==> src/rtl/assert_macros.svh <==
`ifndef ASSERT_MACROS_SVH
`define ASSERT_MACROS_SVH

// Concurrent check on the rising edge of clk, off while rst_n is low.
`define T2C_ASSERT(lbl, clk, rst_n, prop) \
  lbl: assert property (@(posedge clk) disable iff (!rst_n) (prop)) \
    else $error("ticks_to_calendar_date: assertion failed");

// Overlapping implication form.
`define T2C_ASSERT_IMP(lbl, clk, rst_n, ante, cons) \
  `T2C_ASSERT(lbl, clk, rst_n, (ante) |-> (cons))

`endif

==> src/rtl/t2c_pkg.sv <==
`default_nettype none

package t2c_pkg;

  localparam logic [62:0] TICKS_LAST = 63'd2650467743999999999;

  localparam int unsigned SEC_STAGES = 11;
  localparam int unsigned DAY_STAGES = 8;
  localparam int unsigned CAL_STAGES = 5;
  localparam int unsigned NUM_STAGES = SEC_STAGES + DAY_STAGES + CAL_STAGES;

  typedef struct packed {
    logic [37:0] secs;
    logic [23:0] frac;
    logic        oor;
  } sec_res_t;

  typedef struct packed {
    logic [21:0] days;
    logic [16:0] tod;
    logic [23:0] frac;
    logic        oor;
  } day_res_t;

  typedef struct packed {
    logic [13:0] year;
    logic [3:0]  month;
    logic [4:0]  mday;
    logic [8:0]  yday;
    logic [4:0]  hour;
    logic [5:0]  minute;
    logic [5:0]  second;
    logic [23:0] frac;
    logic [2:0]  wday;
    logic        leap;
    logic        oor;
  } date_t;

endpackage

`default_nettype wire

==> src/rtl/t2c_ctrl.sv <==
`default_nettype none

module t2c_ctrl (
  input  logic                             clk_i,
  input  logic                             rst_ni,
  input  logic                             in_valid_i,
  input  logic                             out_ready_i,
  output logic                             in_ready_o,
  output logic                             out_valid_o,
  output logic [t2c_pkg::NUM_STAGES-1:0]   en_o
);

  logic [t2c_pkg::NUM_STAGES-1:0] valid_q, valid_d;
  logic [t2c_pkg::NUM_STAGES:0]   rdy;

  // A stage loads when it is empty or its content moves on.
  always_comb begin
    rdy[t2c_pkg::NUM_STAGES] = out_ready_i;
    for (int k = t2c_pkg::NUM_STAGES - 1; k >= 0; k--) begin
      rdy[k] = !valid_q[k] || rdy[k+1];
    end
    valid_d[0] = rdy[0] ? in_valid_i : valid_q[0];
    for (int k = 1; k < t2c_pkg::NUM_STAGES; k++) begin
      valid_d[k] = rdy[k] ? valid_q[k-1] : valid_q[k];
    end
  end

  always_ff @(posedge clk_i or negedge rst_ni) begin
    if (!rst_ni) begin
      valid_q <= '0;
    end else begin
      valid_q <= valid_d;
    end
  end

  assign en_o        = rdy[t2c_pkg::NUM_STAGES-1:0];
  assign in_ready_o  = rdy[0];
  assign out_valid_o = valid_q[t2c_pkg::NUM_STAGES-1];

endmodule

`default_nettype wire

==> src/rtl/t2c_sec_div.sv <==
`default_nettype none

// ticks / 10^7 as (ticks >> 7) / 78125, five quotient bits per stage.
module t2c_sec_div (
  input  logic                             clk_i,
  input  logic [t2c_pkg::SEC_STAGES-1:0]   en_i,
  input  logic [62:0]                      tick_count_i,
  output t2c_pkg::sec_res_t                res_o
);

  localparam logic [17:0] DIVISOR = 18'd78125;
  localparam int unsigned LAST    = t2c_pkg::SEC_STAGES - 1;

  function automatic logic [21:0] div_chunk(input logic [16:0] rem, input logic [4:0] bits);
    logic [17:0] r;
    logic [4:0]  q;
    r = {1'b0, rem};
    q = '0;
    for (int i = 4; i >= 0; i--) begin
      r = {r[16:0], bits[i]};
      if (r >= DIVISOR) begin
        r    = r - DIVISOR;
        q[i] = 1'b1;
      end
    end
    return {r[16:0], q};
  endfunction

  logic [54:0] num_q [t2c_pkg::SEC_STAGES];
  logic [54:0] num_d [t2c_pkg::SEC_STAGES];
  logic [16:0] rem_q [t2c_pkg::SEC_STAGES];
  logic [16:0] rem_d [t2c_pkg::SEC_STAGES];
  logic [6:0]  lo_q  [t2c_pkg::SEC_STAGES];
  logic        oor_q [t2c_pkg::SEC_STAGES];

  // Dividend bits leave at the top while quotient bits enter at the bottom.
  always_comb begin
    logic [21:0] step;
    step     = div_chunk(17'd0, tick_count_i[61:57]);
    num_d[0] = {tick_count_i[56:7], step[4:0]};
    rem_d[0] = step[21:5];
    for (int k = 1; k < t2c_pkg::SEC_STAGES; k++) begin
      step     = div_chunk(rem_q[k-1], num_q[k-1][54:50]);
      num_d[k] = {num_q[k-1][49:0], step[4:0]};
      rem_d[k] = step[21:5];
    end
  end

  always_ff @(posedge clk_i) begin
    if (en_i[0]) begin
      num_q[0] <= num_d[0];
      rem_q[0] <= rem_d[0];
      lo_q[0]  <= tick_count_i[6:0];
      oor_q[0] <= tick_count_i > t2c_pkg::TICKS_LAST;
    end
    for (int k = 1; k < t2c_pkg::SEC_STAGES; k++) begin
      if (en_i[k]) begin
        num_q[k] <= num_d[k];
        rem_q[k] <= rem_d[k];
        lo_q[k]  <= lo_q[k-1];
        oor_q[k] <= oor_q[k-1];
      end
    end
  end

  assign res_o.secs = num_q[LAST][37:0];
  assign res_o.frac = {rem_q[LAST], lo_q[LAST]};
  assign res_o.oor  = oor_q[LAST];

endmodule

`default_nettype wire

==> src/rtl/t2c_day_div.sv <==
`default_nettype none

// secs / 86400 as (secs >> 7) / 675, four quotient bits per stage.
module t2c_day_div (
  input  logic                             clk_i,
  input  logic [t2c_pkg::DAY_STAGES-1:0]   en_i,
  input  t2c_pkg::sec_res_t                sec_i,
  output t2c_pkg::day_res_t                res_o
);

  localparam logic [10:0] DIVISOR = 11'd675;
  localparam int unsigned LAST    = t2c_pkg::DAY_STAGES - 1;

  function automatic logic [13:0] div_chunk(input logic [9:0] rem, input logic [3:0] bits);
    logic [10:0] r;
    logic [3:0]  q;
    r = {1'b0, rem};
    q = '0;
    for (int i = 3; i >= 0; i--) begin
      r = {r[9:0], bits[i]};
      if (r >= DIVISOR) begin
        r    = r - DIVISOR;
        q[i] = 1'b1;
      end
    end
    return {r[9:0], q};
  endfunction

  logic [31:0] num_q  [t2c_pkg::DAY_STAGES];
  logic [31:0] num_d  [t2c_pkg::DAY_STAGES];
  logic [9:0]  rem_q  [t2c_pkg::DAY_STAGES];
  logic [9:0]  rem_d  [t2c_pkg::DAY_STAGES];
  logic [6:0]  lo_q   [t2c_pkg::DAY_STAGES];
  logic [23:0] frac_q [t2c_pkg::DAY_STAGES];
  logic        oor_q  [t2c_pkg::DAY_STAGES];

  always_comb begin
    logic [31:0] src;
    logic [13:0] step;
    src      = {1'b0, sec_i.secs[37:7]};
    step     = div_chunk(10'd0, src[31:28]);
    num_d[0] = {src[27:0], step[3:0]};
    rem_d[0] = step[13:4];
    for (int k = 1; k < t2c_pkg::DAY_STAGES; k++) begin
      step     = div_chunk(rem_q[k-1], num_q[k-1][31:28]);
      num_d[k] = {num_q[k-1][27:0], step[3:0]};
      rem_d[k] = step[13:4];
    end
  end

  always_ff @(posedge clk_i) begin
    if (en_i[0]) begin
      num_q[0]  <= num_d[0];
      rem_q[0]  <= rem_d[0];
      lo_q[0]   <= sec_i.secs[6:0];
      frac_q[0] <= sec_i.frac;
      oor_q[0]  <= sec_i.oor;
    end
    for (int k = 1; k < t2c_pkg::DAY_STAGES; k++) begin
      if (en_i[k]) begin
        num_q[k]  <= num_d[k];
        rem_q[k]  <= rem_d[k];
        lo_q[k]   <= lo_q[k-1];
        frac_q[k] <= frac_q[k-1];
        oor_q[k]  <= oor_q[k-1];
      end
    end
  end

  assign res_o.days = num_q[LAST][21:0];
  assign res_o.tod  = {rem_q[LAST], lo_q[LAST]};
  assign res_o.frac = frac_q[LAST];
  assign res_o.oor  = oor_q[LAST];

endmodule

`default_nettype wire

==> src/rtl/t2c_cal.sv <==
`default_nettype none

// Year periods, time of day, weekday and month lookup.
module t2c_cal (
  input  logic                             clk_i,
  input  logic [t2c_pkg::CAL_STAGES-1:0]   en_i,
  input  t2c_pkg::day_res_t                day_i,
  output t2c_pkg::date_t                   date_o
);

  localparam logic [21:0] D400 = 22'd146097;
  localparam logic [17:0] D100 = 18'd36524;
  localparam logic [15:0] D4   = 16'd1461;
  localparam logic [10:0] D1   = 11'd365;
  localparam logic [16:0] DHR  = 17'd3600;
  localparam logic [11:0] DMIN = 12'd60;

  localparam logic [8:0] START_COMMON [12] = '{
    9'd0, 9'd31, 9'd59, 9'd90, 9'd120, 9'd151,
    9'd181, 9'd212, 9'd243, 9'd273, 9'd304, 9'd334
  };
  localparam logic [8:0] START_LEAP [12] = '{
    9'd0, 9'd31, 9'd60, 9'd91, 9'd121, 9'd152,
    9'd182, 9'd213, 9'd244, 9'd274, 9'd305, 9'd335
  };

  // 8 == 1 mod 7: fold octal digits.
  function automatic logic [2:0] mod7(input logic [23:0] x);
    logic [5:0] s;
    logic [3:0] t;
    s = '0;
    for (int i = 0; i < 8; i++) begin
      s = s + 6'(x[3*i +: 3]);
    end
    t = 4'(s[5:3]) + 4'(s[2:0]);
    if (t >= 4'd14) begin
      t = t - 4'd14;
    end else if (t >= 4'd7) begin
      t = t - 4'd7;
    end
    return t[2:0];
  endfunction

  typedef struct packed {
    logic [4:0]  n400;
    logic [17:0] r400;
    logic [16:0] tod;
    logic [23:0] frac;
    logic [2:0]  wday;
    logic        oor;
  } st_a_t;

  typedef struct packed {
    logic [4:0]  n400;
    logic [1:0]  n100;
    logic [15:0] r100;
    logic [4:0]  hour;
    logic [11:0] rhr;
    logic [23:0] frac;
    logic [2:0]  wday;
    logic        oor;
  } st_b_t;

  typedef struct packed {
    logic [4:0]  n400;
    logic [1:0]  n100;
    logic [4:0]  n4;
    logic [10:0] r4;
    logic [4:0]  hour;
    logic [5:0]  minute;
    logic [5:0]  second;
    logic [23:0] frac;
    logic [2:0]  wday;
    logic        oor;
  } st_c_t;

  typedef struct packed {
    logic [13:0] year;
    logic [8:0]  yday;
    logic        leap;
    logic [4:0]  hour;
    logic [5:0]  minute;
    logic [5:0]  second;
    logic [23:0] frac;
    logic [2:0]  wday;
    logic        oor;
  } st_d_t;

  st_a_t          a_q, a_d;
  st_b_t          b_q, b_d;
  st_c_t          c_q, c_d;
  st_d_t          d_q, d_d;
  t2c_pkg::date_t e_q, e_d;

  // 400-year periods, weekday.
  always_comb begin
    logic [21:0] r;
    r        = day_i.days;
    a_d.n400 = '0;
    for (int k = 4; k >= 0; k--) begin
      if (r >= (D400 << k)) begin
        r           = r - (D400 << k);
        a_d.n400[k] = 1'b1;
      end
    end
    a_d.r400 = r[17:0];
    a_d.tod  = day_i.tod;
    a_d.frac = day_i.frac;
    a_d.wday = mod7(24'(day_i.days) + 24'd1);
    a_d.oor  = day_i.oor;
  end

  // 100-year periods capped at 3, hour.
  always_comb begin
    logic [16:0] t;
    logic [17:0] sub;
    if (a_q.r400 >= 18'(3 * D100)) begin
      b_d.n100 = 2'd3;
      sub      = 18'(3 * D100);
    end else if (a_q.r400 >= 18'(2 * D100)) begin
      b_d.n100 = 2'd2;
      sub      = 18'(2 * D100);
    end else if (a_q.r400 >= D100) begin
      b_d.n100 = 2'd1;
      sub      = D100;
    end else begin
      b_d.n100 = 2'd0;
      sub      = '0;
    end
    b_d.r100 = 16'(a_q.r400 - sub);
    t        = a_q.tod;
    b_d.hour = '0;
    for (int k = 4; k >= 0; k--) begin
      if (t >= (DHR << k)) begin
        t           = t - (DHR << k);
        b_d.hour[k] = 1'b1;
      end
    end
    b_d.rhr  = t[11:0];
    b_d.n400 = a_q.n400;
    b_d.frac = a_q.frac;
    b_d.wday = a_q.wday;
    b_d.oor  = a_q.oor;
  end

  // 4-year periods, minute and second.
  always_comb begin
    logic [15:0] r;
    logic [11:0] t;
    r      = b_q.r100;
    c_d.n4 = '0;
    for (int k = 4; k >= 0; k--) begin
      if (r >= (D4 << k)) begin
        r         = r - (D4 << k);
        c_d.n4[k] = 1'b1;
      end
    end
    c_d.r4     = r[10:0];
    t          = b_q.rhr;
    c_d.minute = '0;
    for (int k = 5; k >= 0; k--) begin
      if (t >= (DMIN << k)) begin
        t             = t - (DMIN << k);
        c_d.minute[k] = 1'b1;
      end
    end
    c_d.second = t[5:0];
    c_d.n400   = b_q.n400;
    c_d.n100   = b_q.n100;
    c_d.hour   = b_q.hour;
    c_d.frac   = b_q.frac;
    c_d.wday   = b_q.wday;
    c_d.oor    = b_q.oor;
  end

  // Single years capped at 3, year number, leap flag.
  always_comb begin
    logic [1:0]  n1;
    logic [10:0] sub;
    if (c_q.r4 >= 11'(3 * D1)) begin
      n1  = 2'd3;
      sub = 11'(3 * D1);
    end else if (c_q.r4 >= 11'(2 * D1)) begin
      n1  = 2'd2;
      sub = 11'(2 * D1);
    end else if (c_q.r4 >= D1) begin
      n1  = 2'd1;
      sub = D1;
    end else begin
      n1  = 2'd0;
      sub = '0;
    end
    d_d.yday   = 9'(c_q.r4 - sub);
    d_d.year   = 14'd1601 + 14'(c_q.n400) * 14'd400 + 14'(c_q.n100) * 14'd100
               + 14'({c_q.n4, 2'b00}) + 14'(n1);
    d_d.leap   = (n1 == 2'd3) && ((c_q.n4 != 5'd24) || (c_q.n100 == 2'd3));
    d_d.hour   = c_q.hour;
    d_d.minute = c_q.minute;
    d_d.second = c_q.second;
    d_d.frac   = c_q.frac;
    d_d.wday   = c_q.wday;
    d_d.oor    = c_q.oor;
  end

  // Month lookup, out-of-range zeroing.
  always_comb begin
    logic [3:0] m;
    logic [8:0] start;
    m = '0;
    for (int i = 1; i < 12; i++) begin
      if (d_q.yday >= (d_q.leap ? START_LEAP[i] : START_COMMON[i])) begin
        m = m + 4'd1;
      end
    end
    start = d_q.leap ? START_LEAP[m] : START_COMMON[m];
    e_d   = '0;
    if (d_q.oor) begin
      e_d.oor = 1'b1;
    end else begin
      e_d.year   = d_q.year;
      e_d.month  = m + 4'd1;
      e_d.mday   = 5'(d_q.yday - start + 9'd1);
      e_d.yday   = d_q.yday;
      e_d.hour   = d_q.hour;
      e_d.minute = d_q.minute;
      e_d.second = d_q.second;
      e_d.frac   = d_q.frac;
      e_d.wday   = d_q.wday;
      e_d.leap   = d_q.leap;
    end
  end

  always_ff @(posedge clk_i) begin
    if (en_i[0]) begin
      a_q <= a_d;
    end
    if (en_i[1]) begin
      b_q <= b_d;
    end
    if (en_i[2]) begin
      c_q <= c_d;
    end
    if (en_i[3]) begin
      d_q <= d_d;
    end
    if (en_i[4]) begin
      e_q <= e_d;
    end
  end

  assign date_o = e_q;

endmodule

`default_nettype wire

==> src/rtl/ticks_to_calendar_date.sv <==
// Converts a count of 100 ns ticks since 1601-01-01 00:00:00 UTC into a
// Gregorian date, time of day, weekday (0 = Sunday) and leap-year flag.
// Input channel: tick_count_i with in_valid_i / in_ready_o. Output channel:
// all result fields with out_valid_o / out_ready_i. A transaction happens on
// a rising edge where valid and ready are both high. A count past the end of
// year 9999 returns out_of_range_o = 1 with every other field zero.
// Depth: 24 register stages, set by the divide by 10^7 (11 stages,
// 5 quotient bits each), the divide by 86400 (8 stages, 4 bits each)
// and 5 calendar stages. Throughput: one transaction per cycle while
// in_ready_o is high.
// Each stage carries its own valid bit; empty stages fill while the output
// is stalled, so in_ready_o only falls once all 24 stages hold transactions
// and out_ready_i is low. Nothing is dropped or repeated under stall.
// Reset (rst_ni low, asynchronous) empties the pipeline; no clearing pass.
`default_nettype none

`include "assert_macros.svh"

module ticks_to_calendar_date (
  input  logic        clk_i,
  input  logic        rst_ni,
  input  logic        in_valid_i,
  output logic        in_ready_o,
  input  logic [62:0] tick_count_i,
  output logic        out_valid_o,
  input  logic        out_ready_i,
  output logic [13:0] year_o,
  output logic [3:0]  month_o,
  output logic [4:0]  day_of_month_o,
  output logic [8:0]  day_of_year_o,
  output logic [4:0]  hour_of_day_o,
  output logic [5:0]  minute_of_hour_o,
  output logic [5:0]  second_of_minute_o,
  output logic [23:0] fraction_ticks_o,
  output logic [2:0]  weekday_o,
  output logic        leap_year_o,
  output logic        out_of_range_o
);

  localparam int unsigned DAY_LO = t2c_pkg::SEC_STAGES;
  localparam int unsigned CAL_LO = t2c_pkg::SEC_STAGES + t2c_pkg::DAY_STAGES;

  logic [t2c_pkg::NUM_STAGES-1:0] en;
  t2c_pkg::sec_res_t              sec_res;
  t2c_pkg::day_res_t              day_res;
  t2c_pkg::date_t                 date;

  t2c_ctrl u_ctrl (
    .clk_i       (clk_i),
    .rst_ni      (rst_ni),
    .in_valid_i  (in_valid_i),
    .out_ready_i (out_ready_i),
    .in_ready_o  (in_ready_o),
    .out_valid_o (out_valid_o),
    .en_o        (en)
  );

  t2c_sec_div u_sec_div (
    .clk_i        (clk_i),
    .en_i         (en[DAY_LO-1:0]),
    .tick_count_i (tick_count_i),
    .res_o        (sec_res)
  );

  t2c_day_div u_day_div (
    .clk_i (clk_i),
    .en_i  (en[CAL_LO-1:DAY_LO]),
    .sec_i (sec_res),
    .res_o (day_res)
  );

  t2c_cal u_cal (
    .clk_i  (clk_i),
    .en_i   (en[t2c_pkg::NUM_STAGES-1:CAL_LO]),
    .day_i  (day_res),
    .date_o (date)
  );

  assign year_o             = date.year;
  assign month_o            = date.month;
  assign day_of_month_o     = date.mday;
  assign day_of_year_o      = date.yday;
  assign hour_of_day_o      = date.hour;
  assign minute_of_hour_o   = date.minute;
  assign second_of_minute_o = date.second;
  assign fraction_ticks_o   = date.frac;
  assign weekday_o          = date.wday;
  assign leap_year_o        = date.leap;
  assign out_of_range_o     = date.oor;

  logic fields_zero;
  logic date_legal;

  assign fields_zero = (year_o == '0) && (month_o == '0) && (day_of_month_o == '0)
                    && (day_of_year_o == '0) && (hour_of_day_o == '0)
                    && (minute_of_hour_o == '0) && (second_of_minute_o == '0)
                    && (fraction_ticks_o == '0) && (weekday_o == '0) && !leap_year_o;

  assign date_legal = (year_o >= 14'd1601) && (year_o <= 14'd9999)
                   && (month_o >= 4'd1) && (month_o <= 4'd12)
                   && (day_of_month_o >= 5'd1) && (hour_of_day_o <= 5'd23)
                   && (minute_of_hour_o <= 6'd59) && (second_of_minute_o <= 6'd59)
                   && (fraction_ticks_o <= 24'd9999999) && (weekday_o <= 3'd6)
                   && (day_of_year_o <= 9'd365);

  `T2C_ASSERT_IMP(a_oor_zero, clk_i, rst_ni, out_valid_o && out_of_range_o, fields_zero)
  `T2C_ASSERT_IMP(a_date_legal, clk_i, rst_ni, out_valid_o && !out_of_range_o, date_legal)
  `T2C_ASSERT_IMP(a_full_stall, clk_i, rst_ni, !in_ready_o, out_valid_o && !out_ready_i)

endmodule

`default_nettype wire
==> config.mk <==
export PLATFORM = sky130hd
export DESIGN_NAME = ticks_to_calendar_date
export DESIGN_NICKNAME = d
export VERILOG_FILES = /design/src/rtl/t2c_pkg.sv /design/src/rtl/t2c_ctrl.sv /design/src/rtl/t2c_sec_div.sv /design/src/rtl/t2c_day_div.sv /design/src/rtl/t2c_cal.sv /design/src/rtl/ticks_to_calendar_date.sv
export VERILOG_INCLUDE_DIRS = /design/src /design/src/rtl
export SDC_FILE = /design/constraint.sdc
export NUM_CORES = 2
export LEC_CHECK = 0
export BUFFER_PORTS_ARGS = -buffer_cell sky130_fd_sc_hd__buf_2
export CORE_MARGIN = 4
export CORE_UTILIZATION = 40
export DETAILED_ROUTE_END_ITERATION = 10
export GPL_TIMING_DRIVEN = 0
export PLACE_DENSITY = 0.51
export SLEW_MARGIN = 10
export SYNTH_ARGS = -nofsm -noshare
export SYNTH_HDL_FRONTEND = slang
export SYNTH_SLANG_ARGS = --single-unit
export TNS_END_PERCENT = 5
==> constraint.sdc <==
create_clock -name clk_i -period 24.2 [get_ports clk_i]
set_input_delay 3.63 -clock clk_i [delete_from_list [all_inputs] [get_ports clk_i]]
set_output_delay 3.63 -clock clk_i [all_outputs]
set_load 0.01 [all_outputs]
### Yosys cells after proc, flatten, opt, wreduce, memory -nomap -nowiden

Memories as Yosys holds them, arrays and structs flattened. A register that Yosys moved wholly into a read port is not among the register bits.
Cells that the tools add are included.

| storage, ports and cells | value |
|---|---|
| bits in writable memories | 1,472 |
| memories | 11 |
| bits of input ports | 67 |
| logic and storage cells | 659 |
| bits in read-only memories | 288 |
| output and inout bits | 80 |
| register bits after elaboration | 333 |

| operators by class | value |
|---|---|
| $lt $le $gt $ge | 120 |
| reductions and logical operators | 51 |
| $add $sub $neg | 129 |
| bitwise gates (word level) | 1 |
| eq/ne operators | 3 |
| mux-type cells | 276 |
| multiply operators | 2 |

Memories:

| memory | words | bits a word | rd ports | clocked after Yosys merged registers in | wr ports | RTL line | source |
|---|---|---|---|---|---|---|---|
| u_sec_div.num_q | 11 | 55 | 11 | 0 | 11 | t2c_sec_div.sv:29 | `logic [54:0] num_q [t2c_pkg::SEC_STAGES];` |
| u_day_div.num_q | 8 | 32 | 8 | 0 | 8 | t2c_day_div.sv:29 | `logic [31:0] num_q [t2c_pkg::DAY_STAGES];` |
| u_day_div.frac_q | 8 | 24 | 8 | 1 | 8 | t2c_day_div.sv:34 | `logic [23:0] frac_q [t2c_pkg::DAY_STAGES];` |
| u_sec_div.rem_q | 11 | 17 | 11 | 0 | 11 | t2c_sec_div.sv:31 | `logic [16:0] rem_q [t2c_pkg::SEC_STAGES];` |
| (no name shown) | 16 | 9 | 1 | 0 | 0 | t2c_cal.sv:215 | `start = d_q.leap ? START_LEAP[m] : START_COMMON[m];` |
| (no name shown) | 16 | 9 | 1 | 0 | 0 | t2c_cal.sv:215 |  |
| 5 more memories | -- | -- | -- | -- | -- | -- |  |

Operator list:

| kind | count |
|---|---|
| greater-or-equal comparator 18 x 17 -> 1 bit (second input constant) | 52 |
| 2-to-1 mux 17 bit | 54 |
| subtractor 17 bit (second input constant) | 50 |
| greater-or-equal comparator 11 x 10 -> 1 bit (second input constant) | 29 |
| 2-to-1 mux 10 bit | 28 |
| subtractor 10 bit (second input constant) | 28 |
| 2-to-1 mux 1 bit | 147 |
| 2-to-1 mux 16 bit | 7 |
| 2-to-1 mux 22 bit | 4 |
| 2-to-1 mux 12 bit | 6 |
| > comparator 63 x 62 -> 1 bit (second input constant) | 1 |
| 2-to-1 mux 4 bit | 11 |
| adder 4 x 1 -> 4 bit (second input constant) | 10 |
| adder 6 x 3 -> 6 bit | 6 |
| greater-or-equal comparator 9 x 8 -> 1 bit | 4 |
| greater-or-equal comparator 9 bit | 3 |
| 2-to-1 mux 9 bit | 3 |
| logical OR 1 bit | 25 |
| 2-to-1 mux 5 bit | 5 |
| logical NOT 1 bit | 24 |
| adder 22 x 1 -> 23 bit (second input constant) | 1 |
| greater-or-equal comparator 22 x 18 -> 1 bit (second input constant) | 1 |
| greater-or-equal comparator 22 x 19 -> 1 bit (second input constant) | 1 |
| greater-or-equal comparator 22 x 20 -> 1 bit (second input constant) | 1 |
| other kinds (71) | 81 |

### Longest topological paths before layout

| logic depth | value |
|---|---|
| word-level depth | 29 |
| depth in mapped cells | 47 |
| depth with buffers taken out | 42 |

### Hierarchy

From an unflattened synthesis, not the netlist that was laid out.

| second synthesis, totals | value |
|---|---|
| cells, all modules | 9,804 |
| area total of the unflattened synthesis | 102,145.5 um2 |

By module, submodules not included:

| module | sequential area each (um2) | area each (um2) | cells an instance | instances |
|---|---|---|---|---|
| t2c_sec_div | 20,810.0 | 50,290.7 | 5,172 | 1 |
| t2c_day_div | 15,314.7 | 25,903.6 | 2,098 | 1 |
| t2c_cal | 10,540.1 | 24,886.4 | 2,440 | 1 |
| t2c_ctrl | 600.6 | 1,064.8 | 94 | 1 |

### Worst setup path after synthesis

No wires, ideal clock.

| timing | value |
|---|---|
| path type | input to output |
| start | input port out_ready_i |
| end | output port in_ready_o |
| path buffers | 0 |
| setup slack | 3.609 ns |
| data required time | 20.570 ns |
| cell stages on the path | 15 |
| arrival time | 16.961 ns |
| cells stage by stage | nor2b_1 nand2_1 nor2_1 and2_1 and3_1 and2_1 nand3_1 nor2_1 nand3_1 nor2_1 nand3_1 nor2_1 nand3_1 nor2_1 nand4_1 |

| between the ends | value |
|---|---|
| longest elaborated chain between the ends | 24 |

RTL lines:

| element | RTL line | source |
|---|---|---|
| start, declared | ticks_to_calendar_date.sv:26 | `input logic out_ready_i,` |
| logical OR 1 bit (2 in a row) | t2c_ctrl.sv:20 | `rdy[k] = !valid_q[k] \|\| rdy[k+1];` |
| net en, one bit | ticks_to_calendar_date.sv:43 | `logic [t2c_pkg::NUM_STAGES-1:0] en;` |
| logical OR 1 bit (9 in a row) | t2c_ctrl.sv:20 |  |
| net en, one bit | ticks_to_calendar_date.sv:43 |  |
| logical OR 1 bit (3 in a row) | t2c_ctrl.sv:20 |  |
| net en, one bit | ticks_to_calendar_date.sv:43 |  |
| logical OR 1 bit (3 in a row) | t2c_ctrl.sv:20 |  |
| net en, one bit | ticks_to_calendar_date.sv:43 |  |
| logical OR 1 bit (3 in a row) | t2c_ctrl.sv:20 |  |
| net en, one bit | ticks_to_calendar_date.sv:43 |  |
| logical OR 1 bit (4 in a row) | t2c_ctrl.sv:20 |  |
| end, declared | ticks_to_calendar_date.sv:23 | `output logic in_ready_o,` |

The timed path passes the listed nets, and every way through them passes these cells.

### Final worst setup path

Ends and elaborated chain as after synthesis.

==> impl_metrics.yaml <==
status:
  outcome: "completed"
floorplan:
  die_x_um: 497.0
  io_pins: 147
  start_util: 0.4022
  rows: 179
  dieHeight_um: 497.0
  core_area_mm2: 0.2379
  die-area_mm2: 0.2470
synthesis:
  synth.most_common_cell: "edfxtp_1"
  ys_ff_latch: 1578
  syn_inst: 8893
  postSynthNetCount: 9224
  ys_seq_area_frac: 0.4941
  synth_cell_types: 148
  synth-xor-area-share: 0.09753
  synth_compound_area_frac: 0.1785
  synth_edf_count: 1554
  synthMuxAreaShare: 0.01891
  yosys_most_used_dff: "edfxtp_1"
  synth_area_leaders: "edfxtp_1, xnor2_1, ha_1"
  synth_top_family_by_area: "compound AO/OA/AOI/OAI gates"
  synth_simple_gate_area_share: 0.1487
  synth_area_per_cell_um2: 10.76
  netlist_top_cells_count: "edfxtp_1, xnor2_1, nand2_1"
  synth-async-reset-ratio: 0.01521
  synthAdderAreaFrac: 0.03626
  yosysTopAreaCellShare: 0.4878
  ys_warn_count: 0
  synth_top_area_cell: "edfxtp_1"
  synthesis.area_mm2: 0.09566
timing:
  tightest_slew_ns: 1.224
  hold_violations: 0
  period_share: 0.6262
  setup_violations: 0
  min_period_ns: 15.15
  fin_worst_skew_ns: 0.07000
  timing.fmax_ghz: 0.06599
  timing.hold.ws_ns: 0.3541
  finalSetupTns_ns: 0
  rsz0062_at_grt: "false"
  maxSlewViolCount: 0
  slew_headroom: 0.1768
cts:
  htree_levels: 4
  cts_root_buf: "clkbuf_16"
  clk_path_buf_depth: 3
  cts-resized-gates: 0
  insertion_delay_ns: 0.83
  clock-sinks: 1578
  cts_setup_buffers: 0
  path_clk_slew_ns: 0.06
  cts_hold_buf: 0
  numCtsBuffers: 169
  cts_tree: "yes"
worst_setup_path:
  critical-path-top-delay-family: "simple AND/OR/NAND/NOR gates"
  crit_start: "out_ready_i"
  r2r-start: "u_sec_div.num_q[9][54]$_DFFE_PP_"
  slowest_delay_ns: 0.68
  cp.required_ns: 20.57
  worst_ep_arrival_time_ns: 11.52
  cp_common_cell: "nor2_1"
  r2r-end: "u_sec_div.rem_q[10][12]$_DFFE_PP_"
  critPathCaptureType: "output pin"
  critPathLaunchType: "primary input"
  reg2reg_depth: 45
  path_buf_inv: 3
  path_cells: "buf_2, nor2b_1, nand2_4, nor2_1, and2_1, and3_1, and2_1, nand3_4, nor2_1, nand3_4, nor2_1, nand3_4, buf_16, nor2_1, nand3_4, nor2_1, nand4_1, buf_2"
  critPathMaxFanout: 43
  critPathKind: "in2out"
  cp_slowest_cell: "nor2b_1"
  regToRegSetupSlack_ns: 11.62
routing:
  dr.pass1.iters: 6
  detail-route-antenna-nets: 0
  drc: 0
  dr_total_vias: 69756
  via_per_inst: 5.557
  post_drt_wl_per_cell_um: 18.37
  drtIter0Drc: 4807
  drt_wl_total_um: 230600
layout:
  fin_area_mm2: 0.1069
  finalNonFillerCells: 12553
  nNetsFinal: 9574
  syn2layout_area_growth_pct: 11.72
  drive_gt1_frac: 0.09772
  fill_cells: 22261
global_route:
  grt_max_degree: 63
  grt_pass1_wl_um: 373400
  grt_usage: 0.1815
  first_global_vias: 68603
  antenna_found_initial: 5
  overflow: 0
placed_design:
  portBuffers: 146
  place_area_mm2: 0.1012
  gp_congestion: 0.8747
  dp_cells: 12239
  hpwlAfterDp_um: 175100
min_path:
  worstHoldEndpoint: "u_sec_div.lo_q[10][0]$_DFFE_PP_"
  hold_start: "u_sec_div.lo_q[9][0]$_DFFE_PP_"
  holdPathStages: 0
  holdCritPathClass: "reg2reg"
run:
  maxCapViolCount: 0
==> area by class of cell <==
class	instances	area, um^2	area share
multi-input combinational	6731	46050	0.4309
tap	3167	3963	0.03708
clock buffer	210	4433	0.04148
inverter	340	1304	0.01220
sequential	1578	47270	0.4422
clock inverter	102	1210	0.01132
antenna	2	5.005	0.00004683
buffer	244	1212	0.01134
timing repair buffer	179	1434	0.01342
==> layer usage <==
metal | GRT usage | vias up | wire (um)
li1 | - | 34344 | -
met1 | 0.2480 | 33725 | 108400
met2 | 0.3092 | 1434 | 109800
met3 | 0.02336 | 253 | 8251
met4 | 0.03838 | 0 | 4155
met5 | 0 | - | 0
==> how the worst max path moves through the flow <==
stage | cells past startpoint | slack (ns) | to
6_report | 18 | 9.05 | in_ready_o
5_1_grt | 18 | 8.24 | in_ready_o
4_1_cts | 18 | 8.77 | in_ready_o
3_5_place_dp | 18 | 8.79 | in_ready_o
3_3_place_gp | 17 | -5.96 | in_ready_o
2_1_floorplan | 15 | 3.61 | in_ready_o
==> kinds of logic after synthesis <==
| family | after synthesis |
|---|---|
| xor+xnor | 1058 |
| buf+inv | 584 |
| simple gates | 2775 |
| flops | 1578 |
| mux | 174 |
| fa+ha+maj | 264 |
| compound gates | 2460 |
==> worst register-to-register path: cells and delay by family (launching register included) <==
kind,cells,cell delay [ns]
DFF,1,0.51
xor gates and xnor gates,4,1.06
and+or+nand+nor,13,3.16
adders and majority gates,5,1.27
buffers and inverters,10,2.42
muxes,1,0.17
AOI/OAI and AO/OA,12,3.78
==> per-stage QoR <==
stage / worst slack, ns / utilization
5_1_grt: 8.238 / 0.4493
2_1_floorplan: 3.609 / -
6_report: 9.046 / 0.4493
3_5_place_dp: 8.787 / 0.4256
3_3_place_gp: -5.956 / 0.4219
4_1_cts: 8.769 / 0.4493
==> flip-flops by register name, summed over array words and instances, names as in the netlist <==
name / flops
u_cal.date_o: 78
u_cal.d_q: 69
u_cal.c_q: 68
u_sec_div.num_q: 439
u_day_div.oor_q: 8
u_ctrl.valid_q: 24
u_cal.b_q: 68
u_sec_div.lo_q: 77
u_day_div.frac_q: 192
u_day_div.lo_q: 56
u_sec_div.oor_q: 11
u_cal.a_q: 68
u_day_div.rem_q: 70
u_sec_div.rem_q: 166
u_day_div.num_q: 184
==> layout by cell type, fill, tap and decap left out, drive strengths merged, types with 69 or more instances in the layout <==
master	instances
a211oi	121
a21boi	69
a21o	124
a21oi	530
a31oi	131
and2	125
and3	72
buf	304
clkbuf	329
clkinv	80
edfxtp	1554
ha	242
inv	336
mux2i	123
nand2	657
nand2b	112
nand3	202
nand4	94
nor2	660
nor2b	135
nor3	222
nor4	80
o211ai	135
o21a	87
o21ai	504
o31ai	82
or2	95
or3	88
xnor2	729
xor2	329
Power is left out: the tool's default activity adds up to more than one toggle a clock period on the data nets, which glitch-free logic cannot reach.
